--- config.mk ---
export PLATFORM = sky130hd
export DESIGN_NAME = midpoint_line_rasterizer_core
export DESIGN_NICKNAME = d
export VERILOG_FILES = /design/src/rtl/mlr_pkg.sv /design/src/rtl/midpoint_line_rasterizer_core.sv /design/src/rtl/mlr_front.sv /design/src/rtl/mlr_queue.sv /design/src/rtl/mlr_back.sv
export VERILOG_INCLUDE_DIRS = /design/src /design/src/rtl
export SDC_FILE = /design/constraint.sdc
export NUM_CORES = 1
export LEC_CHECK = 0
export BUFFER_PORTS_ARGS = -buffer_cell sky130_fd_sc_hd__buf_2
export CELL_PAD_IN_SITES_DETAIL_PLACEMENT = 1
export CELL_PAD_IN_SITES_GLOBAL_PLACEMENT = 1
export CORE_MARGIN = 8
export CORE_UTILIZATION = 50
export CTS_CLUSTER_DIAMETER = 40
export CTS_CLUSTER_SIZE = 14
export DETAILED_ROUTE_END_ITERATION = 8
export PLACE_DENSITY_LB_ADDON = 0.25
export SLEW_MARGIN = 20
export SYNTH_ARGS = -nofsm -noshare
export SYNTH_HDL_FRONTEND = slang
export SYNTH_SLANG_ARGS = --single-unit
--- constraint.sdc ---
create_clock -name clock -period 11 [get_ports clock]
set_input_delay 0.55 -clock clock [delete_from_list [all_inputs] [get_ports clock]]
set_output_delay 0.55 -clock clock [all_outputs]
set_load 0.03 [all_outputs]
--- src/rtl/midpoint_line_rasterizer_core_macros.svh ---
// Assertion macros for the midpoint line rasterizer.
// Expects the including scope to have signals named clock and reset.
`ifndef MIDPOINT_LINE_RASTERIZER_CORE_MACROS_SVH
`define MIDPOINT_LINE_RASTERIZER_CORE_MACROS_SVH

// Check a property outside of reset.
`define MLR_ASSERT(label, prop, msg) \
   label: assert property (@(posedge clock) disable iff (reset) (prop)) else $error(msg);

// Check a property at every edge, reset included.
`define MLR_ASSERT_ALWAYS(label, prop, msg) \
   label: assert property (@(posedge clock) (prop)) else $error(msg);

`endif

--- src/rtl/mlr_pkg.sv ---
// Shared types, constants and helpers for the midpoint line rasterizer.
// No dependencies; used by every module of the block.
package mlr_pkg;

   localparam int COORD_BITS_DEF = 6;
   localparam int QUEUE_DEPTH    = 2;

   // Register indexes of the configuration port
   typedef enum logic [0:0] {
      CSR_COL_LIMIT = 1'b0,
      CSR_ROW_LIMIT = 1'b1
   } mlr_csr_type;

   typedef enum logic [0:0] {
      BACK_IDLE = 1'b0,
      BACK_WALK = 1'b1
   } mlr_back_state_type;

   typedef struct packed {
      logic full;
      logic empty;
   } mlr_qstat_type;

   // Width of one classified segment: u_start, v_start, u_end, dx, dy, steep, mirror
   function automatic int entry_bits(input int coord_bits);
      return 5 * coord_bits + 2;
   endfunction

endpackage

--- src/rtl/midpoint_line_rasterizer_core.sv ---
// Top level of the midpoint line rasterizer: classifier, queue, walker, limit registers.
// Depends on mlr_pkg, mlr_front, mlr_queue, mlr_back and the assertion macro header.
`include "midpoint_line_rasterizer_core_macros.svh"

// Scan-converts one line segment per request into its midpoint (Bresenham) pixels, all
// octants. A request is taken at a clock edge with start high and busy low. The segment is
// ordered and classified into a register, waits in a two-entry queue, and the walker then emits
// max(|dx|, |dy|) + 1 pixels, up to 2^COORD_BITS (64 at the default), one per cycle, from the
// low end of the major axis upward. A request that finds the block empty passes the classifier
// register, the queue and the walker state before its first pixel is registered at the output,
// and back-to-back segments stream with no gap. Each pixel is shown for
// exactly one cycle with rsp_valid high; there is no back-pressure, so capture it then.
// rsp_visible marks pixels strictly inside the column and row limits; rsp_last marks the
// final pixel of a segment. busy rises only when the queue and the classifier stage are full.
// Write the limits through csr_* only while no segment is in flight.
module midpoint_line_rasterizer_core #(
   parameter int COORD_BITS = mlr_pkg::COORD_BITS_DEF
) (
   input  logic                  clock,
   input  logic                  reset,
   input  logic                  start,
   output logic                  busy,
   input  logic [COORD_BITS-1:0] req_x_start,
   input  logic [COORD_BITS-1:0] req_y_start,
   input  logic [COORD_BITS-1:0] req_x_end,
   input  logic [COORD_BITS-1:0] req_y_end,
   input  logic                  csr_write_enable,
   input  logic [0:0]            csr_index,
   input  logic [COORD_BITS:0]   csr_data,
   output logic                  rsp_valid,
   output logic [COORD_BITS-1:0] rsp_pix_x,
   output logic [COORD_BITS-1:0] rsp_pix_y,
   output logic                  rsp_visible,
   output logic                  rsp_last
);
   import mlr_pkg::*;

   localparam int EB = entry_bits(COORD_BITS);

   logic [COORD_BITS:0] col_limit_ff, col_limit_in, row_limit_ff, row_limit_in;
   mlr_qstat_type       q_stat;
   logic                q_push, q_pop, walking;
   logic [EB-1:0]       q_push_data, q_pop_data;
   logic                take_idle;

   // Limit registers: default to the full tile
   always_comb begin
      col_limit_in = col_limit_ff;
      row_limit_in = row_limit_ff;
      if (csr_write_enable) begin
         unique case (csr_index)
            CSR_COL_LIMIT: col_limit_in = csr_data;
            CSR_ROW_LIMIT: row_limit_in = csr_data;
            default: begin
               col_limit_in = col_limit_ff;
            end
         endcase
      end
   end

   always_ff @(posedge clock) begin
      if (reset) begin
         col_limit_ff <= {1'b1, {COORD_BITS{1'b0}}};
         row_limit_ff <= {1'b1, {COORD_BITS{1'b0}}};
      end else begin
         col_limit_ff <= col_limit_in;
         row_limit_ff <= row_limit_in;
      end
   end

   // Classify the request and hold it until the queue has room
   mlr_front #(.COORD_BITS(COORD_BITS)) u_front (
      .clock       (clock),
      .reset       (reset),
      .start       (start),
      .busy        (busy),
      .req_x_start (req_x_start),
      .req_y_start (req_y_start),
      .req_x_end   (req_x_end),
      .req_y_end   (req_y_end),
      .q_stat      (q_stat),
      .q_push      (q_push),
      .q_data      (q_push_data)
   );

   // Decouple classification from the pixel walk
   mlr_queue #(.ENTRY_BITS(EB)) u_queue (
      .clock     (clock),
      .reset     (reset),
      .push      (q_push),
      .push_data (q_push_data),
      .pop       (q_pop),
      .pop_data  (q_pop_data),
      .stat      (q_stat)
   );

   // Walk the segment and clip each pixel against the current limits
   mlr_back #(.COORD_BITS(COORD_BITS)) u_back (
      .clock       (clock),
      .reset       (reset),
      .q_stat      (q_stat),
      .q_data      (q_pop_data),
      .q_pop       (q_pop),
      .col_limit   (col_limit_ff),
      .row_limit   (row_limit_ff),
      .busy_walk   (walking),
      .rsp_valid   (rsp_valid),
      .rsp_pix_x   (rsp_pix_x),
      .rsp_pix_y   (rsp_pix_y),
      .rsp_visible (rsp_visible),
      .rsp_last    (rsp_last)
   );

   // A request taken while every stage is empty
   assign take_idle = start && !busy && !walking && q_stat.empty && !q_push;

   // No pixel strobe right after reset
   `MLR_ASSERT_ALWAYS(a_no_rsp_after_reset, $fell(reset) |-> !rsp_valid, "pixel right after reset")
   // Never push into a full queue
   `MLR_ASSERT(a_no_overflow, q_push |-> !q_stat.full, "queue overflow")
   // Never pop an empty queue
   `MLR_ASSERT(a_no_underflow, q_pop |-> !q_stat.empty, "queue underflow")
   // A request into an empty block reaches rsp_valid through the classifier, queue and walker
   `MLR_ASSERT(a_first_pixel, take_idle |-> ##4 rsp_valid, "first pixel late")

endmodule

--- src/rtl/mlr_front.sv ---
// Front end: accepts a segment request and classifies it (order, steep, mirror).
// Depends on mlr_pkg; feeds mlr_queue.
module mlr_front #(
   parameter int COORD_BITS = mlr_pkg::COORD_BITS_DEF
) (
   input  logic                                         clock,
   input  logic                                         reset,
   input  logic                                         start,
   output logic                                         busy,
   input  logic [COORD_BITS-1:0]                        req_x_start,
   input  logic [COORD_BITS-1:0]                        req_y_start,
   input  logic [COORD_BITS-1:0]                        req_x_end,
   input  logic [COORD_BITS-1:0]                        req_y_end,
   input  mlr_pkg::mlr_qstat_type                       q_stat,
   output logic                                         q_push,
   output logic [mlr_pkg::entry_bits(COORD_BITS)-1:0]   q_data
);
   import mlr_pkg::*;

   localparam int C = COORD_BITS;

   typedef struct packed {
      logic [C-1:0] u_start;
      logic [C-1:0] v_start;
      logic [C-1:0] u_end;
      logic [C-1:0] dx;
      logic [C-1:0] dy;
      logic         steep;
      logic         mirror;
   } entry_type;

   logic         valid_ff, valid_in;
   entry_type    entry_ff, entry_in;
   logic         take;
   logic         swap, steep, lo_first, mirror;
   logic [C-1:0] ax, ay, bx, by, adx, ady;
   logic [C-1:0] u_start, v_start, u_end, v_end, dx;

   // Order by column, then swap axes for steep segments and order by row
   always_comb begin
      swap = req_x_start > req_x_end;
      ax   = swap ? req_x_end   : req_x_start;
      ay   = swap ? req_y_end   : req_y_start;
      bx   = swap ? req_x_start : req_x_end;
      by   = swap ? req_y_start : req_y_end;
      adx  = bx - ax;
      ady  = (by >= ay) ? (by - ay) : (ay - by);
      steep    = ady > adx;
      lo_first = ay <= by;
      if (steep) begin
         u_start = lo_first ? ay : by;
         v_start = lo_first ? ax : bx;
         u_end   = lo_first ? by : ay;
         v_end   = lo_first ? bx : ax;
      end else begin
         u_start = ax;
         v_start = ay;
         u_end   = bx;
         v_end   = by;
      end
      dx     = u_end - u_start;
      mirror = v_end < v_start;
      entry_in.u_start = u_start;
      entry_in.v_start = v_start;
      entry_in.u_end   = u_end;
      entry_in.dx      = dx;
      entry_in.dy      = mirror ? (v_start - v_end) : (v_end - v_start);
      entry_in.steep   = steep;
      entry_in.mirror  = mirror;
   end

   assign q_push   = valid_ff && !q_stat.full;
   assign busy     = valid_ff && q_stat.full;
   assign take     = start && !busy;
   assign valid_in = take || (valid_ff && q_stat.full);
   assign q_data   = entry_ff;

   always_ff @(posedge clock) begin
      if (reset) begin
         valid_ff <= 1'b0;
      end else begin
         valid_ff <= valid_in;
      end
   end

   always_ff @(posedge clock) begin
      if (take) begin
         entry_ff <= entry_in;
      end
   end

endmodule

--- src/rtl/mlr_queue.sv ---
// Short request queue between the classifier and the line walker.
// Depends on mlr_pkg for its depth and status type.
module mlr_queue #(
   parameter int ENTRY_BITS = mlr_pkg::entry_bits(mlr_pkg::COORD_BITS_DEF)
) (
   input  logic                          clock,
   input  logic                          reset,
   input  logic                          push,
   input  logic [ENTRY_BITS-1:0]         push_data,
   input  logic                          pop,
   output logic [ENTRY_BITS-1:0]         pop_data,
   output mlr_pkg::mlr_qstat_type        stat
);
   import mlr_pkg::*;

   localparam int PTR_BITS   = (QUEUE_DEPTH > 1) ? $clog2(QUEUE_DEPTH) : 1;
   localparam int COUNT_BITS = $clog2(QUEUE_DEPTH + 1);

   logic [ENTRY_BITS-1:0] mem [QUEUE_DEPTH];
   logic [PTR_BITS-1:0]   wr_ptr_ff, wr_ptr_in, rd_ptr_ff, rd_ptr_in;
   logic [COUNT_BITS-1:0] count_ff, count_in;

   function automatic logic [PTR_BITS-1:0] ptr_next(input logic [PTR_BITS-1:0] p);
      return (p == PTR_BITS'(QUEUE_DEPTH - 1)) ? '0 : p + PTR_BITS'(1);
   endfunction

   always_comb begin
      wr_ptr_in = push ? ptr_next(wr_ptr_ff) : wr_ptr_ff;
      rd_ptr_in = pop  ? ptr_next(rd_ptr_ff) : rd_ptr_ff;
      count_in  = count_ff + COUNT_BITS'(push) - COUNT_BITS'(pop);
      stat.full  = count_ff == COUNT_BITS'(QUEUE_DEPTH);
      stat.empty = count_ff == '0;
   end

   assign pop_data = mem[rd_ptr_ff];

   always_ff @(posedge clock) begin
      if (reset) begin
         wr_ptr_ff <= '0;
         rd_ptr_ff <= '0;
         count_ff  <= '0;
      end else begin
         wr_ptr_ff <= wr_ptr_in;
         rd_ptr_ff <= rd_ptr_in;
         count_ff  <= count_in;
      end
   end

   always_ff @(posedge clock) begin
      if (push) begin
         mem[wr_ptr_ff] <= push_data;
      end
   end

endmodule

--- src/rtl/mlr_back.sv ---
// Back end: walks one classified segment, one pixel per cycle, and clips it.
// Depends on mlr_pkg; reads from mlr_queue.
module mlr_back #(
   parameter int COORD_BITS = mlr_pkg::COORD_BITS_DEF
) (
   input  logic                                         clock,
   input  logic                                         reset,
   input  mlr_pkg::mlr_qstat_type                       q_stat,
   input  logic [mlr_pkg::entry_bits(COORD_BITS)-1:0]   q_data,
   output logic                                         q_pop,
   input  logic [COORD_BITS:0]                          col_limit,
   input  logic [COORD_BITS:0]                          row_limit,
   output logic                                         busy_walk,
   output logic                                         rsp_valid,
   output logic [COORD_BITS-1:0]                        rsp_pix_x,
   output logic [COORD_BITS-1:0]                        rsp_pix_y,
   output logic                                         rsp_visible,
   output logic                                         rsp_last
);
   import mlr_pkg::*;

   localparam int C = COORD_BITS;
   localparam int D = C + 3;

   typedef struct packed {
      logic [C-1:0] u_start;
      logic [C-1:0] v_start;
      logic [C-1:0] u_end;
      logic [C-1:0] dx;
      logic [C-1:0] dy;
      logic         steep;
      logic         mirror;
   } entry_type;

   mlr_back_state_type state_ff, state_in;
   entry_type          entry;
   logic [C-1:0]       u_ff, u_in, minor_ff, minor_in, end_ff, end_in;
   logic signed [D-1:0] d_ff, d_in, inc_e_ff, inc_e_in, inc_ne_ff, inc_ne_in;
   logic               steep_ff, steep_in, mirror_ff, mirror_in;
   logic               fin, load;
   logic               rsp_valid_ff, rsp_valid_in;
   logic [C-1:0]       pix_x_ff, pix_x_in, pix_y_ff, pix_y_in;
   logic               visible_ff, visible_in, last_ff, last_in;

   assign entry = entry_type'(q_data);

   always_comb begin
      fin   = u_ff >= end_ff;
      load  = 1'b0;
      state_in = state_ff;
      unique case (state_ff)
         BACK_IDLE: begin
            load = !q_stat.empty;
         end
         BACK_WALK: begin
            load = fin && !q_stat.empty;
         end
         default: begin
            load = 1'b0;
         end
      endcase
      if (load) begin
         state_in = BACK_WALK;
      end else if (state_ff == BACK_WALK && fin) begin
         state_in = BACK_IDLE;
      end

      u_in      = u_ff;
      minor_in  = minor_ff;
      end_in    = end_ff;
      d_in      = d_ff;
      inc_e_in  = inc_e_ff;
      inc_ne_in = inc_ne_ff;
      steep_in  = steep_ff;
      mirror_in = mirror_ff;
      if (load) begin
         u_in      = entry.u_start;
         minor_in  = entry.v_start;
         end_in    = entry.u_end;
         inc_e_in  = $signed({2'b00, entry.dy, 1'b0});
         d_in      = $signed({2'b00, entry.dy, 1'b0}) - $signed({3'b000, entry.dx});
         inc_ne_in = $signed({2'b00, entry.dy, 1'b0}) - $signed({2'b00, entry.dx, 1'b0});
         steep_in  = entry.steep;
         mirror_in = entry.mirror;
      end else if (state_ff == BACK_WALK) begin
         // Tie steps along the major axis only
         u_in = u_ff + C'(1);
         if (d_ff <= 0) begin
            d_in = d_ff + inc_e_ff;
         end else begin
            d_in     = d_ff + inc_ne_ff;
            minor_in = mirror_ff ? (minor_ff - C'(1)) : (minor_ff + C'(1));
         end
      end

      rsp_valid_in = state_ff == BACK_WALK;
      pix_x_in     = steep_ff ? minor_ff : u_ff;
      pix_y_in     = steep_ff ? u_ff : minor_ff;
      visible_in   = ({1'b0, pix_x_in} < col_limit) && ({1'b0, pix_y_in} < row_limit);
      last_in      = fin;
   end

   assign q_pop       = load;
   assign busy_walk   = state_ff == BACK_WALK;
   assign rsp_valid   = rsp_valid_ff;
   assign rsp_pix_x   = pix_x_ff;
   assign rsp_pix_y   = pix_y_ff;
   assign rsp_visible = visible_ff;
   assign rsp_last    = last_ff;

   always_ff @(posedge clock) begin
      if (reset) begin
         state_ff     <= BACK_IDLE;
         rsp_valid_ff <= 1'b0;
      end else begin
         state_ff     <= state_in;
         rsp_valid_ff <= rsp_valid_in;
      end
   end

   always_ff @(posedge clock) begin
      u_ff       <= u_in;
      minor_ff   <= minor_in;
      end_ff     <= end_in;
      d_ff       <= d_in;
      inc_e_ff   <= inc_e_in;
      inc_ne_ff  <= inc_ne_in;
      steep_ff   <= steep_in;
      mirror_ff  <= mirror_in;
      pix_x_ff   <= pix_x_in;
      pix_y_ff   <= pix_y_in;
      visible_ff <= visible_in;
      last_ff    <= last_in;
   end

endmodule

==> out/metrics.cfg <==
[sta]
max_slew.worst_pin.slew_ns = 1.03
setup_viol = 0
layout_setup_ws_ns = 2.27
clock_skew_ns = 0.0110
fin_tns_setup_ns = 0
fin_crit_sh_pct = 79.3
grt_setup_unrepaired = false
hold_viol = 0
slew_viol_final = 0
fmax_ghz = 0.115
finalCriticalPeriod_ns = 8.73
slew_headroom_pct = 31.1

[place]
place_ws_ns = 1.97
port_buffers = 51
dp.final_hpwl_mm = 18.7
gp_congestion = 0.895

[grt]
met2_usage_pct = 34.4
antenna_found_initial = 0
grtUsageTotal_pct = 19.8
grt_pass1_wl_mm = 40.1
gr-usage-met1_pct = 23.5
grt_max_degree = 58
met3_usage_pct = 3.80
overflow = 0
grt_pass1_vias = 7587
top_usage_layer = met2

[setup_path]
required_ns = 11.17
reg2reg_depth = 13
endpoint_kind = flop
cpMaxStageDelayCell = a21oi_1
crit_type = in2reg
cp.arrival_ns = 8.90
start_kind = input port
cp_common_cell = ha_1
slowest_delay_ns = 0.81
crit_fanout = 43
rr_startpoint = u_back.d_ff[2]
rrSetupSlack_ns = 7.49
timing.rr.end = u_back.d_ff[8]

[clock_network]
cts_resized = 0
clk_pin_slew_worst_paths_ns = 0.07
cts.sinks = 174
post_cts_buffers = 0
cts_root_buf = clkbuf_16
cts_max_level = 4
holdBufCountCts = 0
clock_latency_ns = 0.43
cts.path.max_buffers = 2
cts_tree = yes
cts_inserted_buffers = 17

[min_path]
min_path_type = in2reg
holdCritStartpoint = start
holdPathEnd = u_front.valid_ff
hold_path_depth = 3

[floorplanning]
start_util_pct = 50.7
die_area_um2 = 25300
fp.dieW_um = 159
fp-row-count = 52
num_io_pins = 52
die_h_um = 159
coreArea_um2 = 20200

[route]
vias_per_cell = 5.79
ant_nets = 0
post-route-drc-count = 0
drt-initial-drc-count = 292
drt-total-wl_mm = 25.3
avgRoutedWirePerCell_um = 20.7
drtPass1Iterations = 5
num_vias = 7089

[cells_and_area]
drive_gt1_share_pct = 17.0
final_cell_mix = edfxtp_1 (138), a21oi_1 (72), ha_1 (72), inv_1 (64), nor2_1 (60)
nets = 1056
area_growth_pct = 11.0
postLayoutCoreUtil_pct = 56.3
final_common_cell = edfxtp_1
antenna_cells = 0

[yosys]
synthXorXnorAreaFrac_pct = 4.28
syn_inst = 902
synth_adder_area_share_pct = 11.0
synth_compound_area_share_pct = 13.0
avgSynthCellArea_um2 = 11.3
synth_top_family_by_area = compound AO/OA/AOI/OAI gates
yosys_warnings = 0
ys_async_sr_fraction_pct = 0
syn-num-nets = 1017
synth-simple-area-share_pct = 8.61
syn_area_um2 = 10200
synth-edff-count = 138
yosysSeqAreaShare_pct = 47.5
synth_ff_type = edfxtp_1
yosysUniqueCellTypes = 67
muxShareOfSynthArea_pct = 11.5
synth_seq_cells = 174

[power_and_ir_drop]
p_total_uw = 3660
pwr-share-clk_pct = 16.7
switching_share_pct = 39.9
combPwrFrac_pct = 50.5
p_leak_uw = 0.00463
p_per_area_nw_per_um2 = 322
p_seq_share_pct = 32.8
p_switching_uw = 1460
ir_drop_uv = 134
p_int_uw = 2200

[run_status]
status = complete, no violations

[job]
maxCapViolCount = 0

-- flip-flops by register name, summed over array words and instances, names as in the netlist, 7 cells and up, named ones only --
signal,flops
row_limit_ff,7
u_back.inc_ne_ff,7
u_queue.mem,64
u_back.d_ff,9
u_front.q_data,32
col_limit_ff,7
-- how the worst max path moves through the flow --
| stage | from | to | slack [ns] |
|---|---|---|---|
| after floorplan | req_x_end[4] | u_front.q_data[7] | 2.70 |
| after global placement | req_x_end[5] | u_front.q_data[7] | 2.32 |
| after detailed placement | req_x_end[5] | u_front.q_data[7] | 1.97 |
| after CTS | req_x_end[5] | u_front.q_data[7] | 2.38 |
| after global routing | req_x_end[5] | u_front.q_data[7] | 1.54 |
| final | req_x_end[5] | u_front.q_data[7] | 2.27 |
-- cells in the mapped netlist (all sizes together), types with 5 or more instances --
cell | n | share of area, %
o211ai | 6 | 0.44
xnor2 | 31 | 2.7
and3 | 7 | 0.43
o311a | 6 | 0.59
a22oi | 5 | 0.37
a21o | 24 | 1.8
dfxtp | 36 | 7.0
nor2b | 18 | 1.1
nor3 | 6 | 0.29
ha | 72 | 8.8
nand2b | 15 | 0.92
o21a | 5 | 0.37
fa | 7 | 1.4
buf | 15 | 0.81
and2 | 5 | 0.31
mux2i | 56 | 5.5
clkbuf | 24 | 0.89
nor4 | 5 | 0.37
nand2 | 44 | 1.6
mux2 | 52 | 6.1
o21ai | 33 | 1.7
edfxtp | 138 | 40
o311ai | 7 | 0.60
inv | 64 | 2.3
xor2 | 19 | 1.6
maj3 | 8 | 0.78
nor2 | 62 | 2.3
nand3 | 15 | 0.78
a21oi | 74 | 3.7
-- power groups by stage --
stage,sequential [uW],clock (uW),combinational [uW]
6_report,1200,613,1850
3_5_place_dp,1210,0,1830
3_3_place_gp,1190,0,1760
5_1_grt,1220,643,2050
4_1_cts,1200,622,1870
2_1_floorplan,1220,0,1340
-- stage by stage --
| step | std cells | instance area [um^2] | hold slack (ns) |
|---|---|---|---|
| 6_report | 1224 | 11400 | 0.350 |
| 5_1_grt | 1224 | 11400 | 0.388 |
| 4_1_cts | 1224 | 11400 | 0.341 |
| 3_5_place_dp | 1192 | 10700 | 0.431 |
| 3_3_place_gp | 1192 | 10700 | 0.422 |
| 2_1_floorplan | 902 | 10200 | 0.421 |
-- metal layers --
layer	routed length, um	vias to the layer above
met2	12500	171
met4	947	0
li1	-	3364
met3	1050	55
met5	0	-
met1	10800	3499
-- area by class of cell --
cell class,instances,area (um^2)
Clock buffer,17,425
Multi-Input combinational cell,624,4980
Timing Repair Buffer,59,315
Tap cell,270,338
Inverter,65,244
Clock inverter,15,193
Sequential cell,174,4860
Fill cell,2153,8810
-- worst max-delay path, delay by kind of cell --
| family | cells | cell delay (ns) |
|---|---|---|
| AOI/OAI and AO/OA | 16 | 4.12 |
| buffers and inverters | 5 | 1.40 |
| adders and majority gates | 4 | 1.10 |
| and+or+nand+nor | 4 | 0.87 |
| muxes | 2 | 0.54 |
| xor gates and xnor gates | 2 | 0.30 |
-- cells by family (layout without fill, tap and decap cells) --
kind of cell,count (synthesis),count (layout)
adder cells (fa/ha/maj),87,87
AND/OR/NAND/NOR,184,184
AO/OA/AOI/OAI,195,195
buffers and inverters,104,156
XOR/XNOR,50,50
multiplexers,108,108
flip-flops,174,174
No activity file was read; power rests on OpenSTA's default activity.
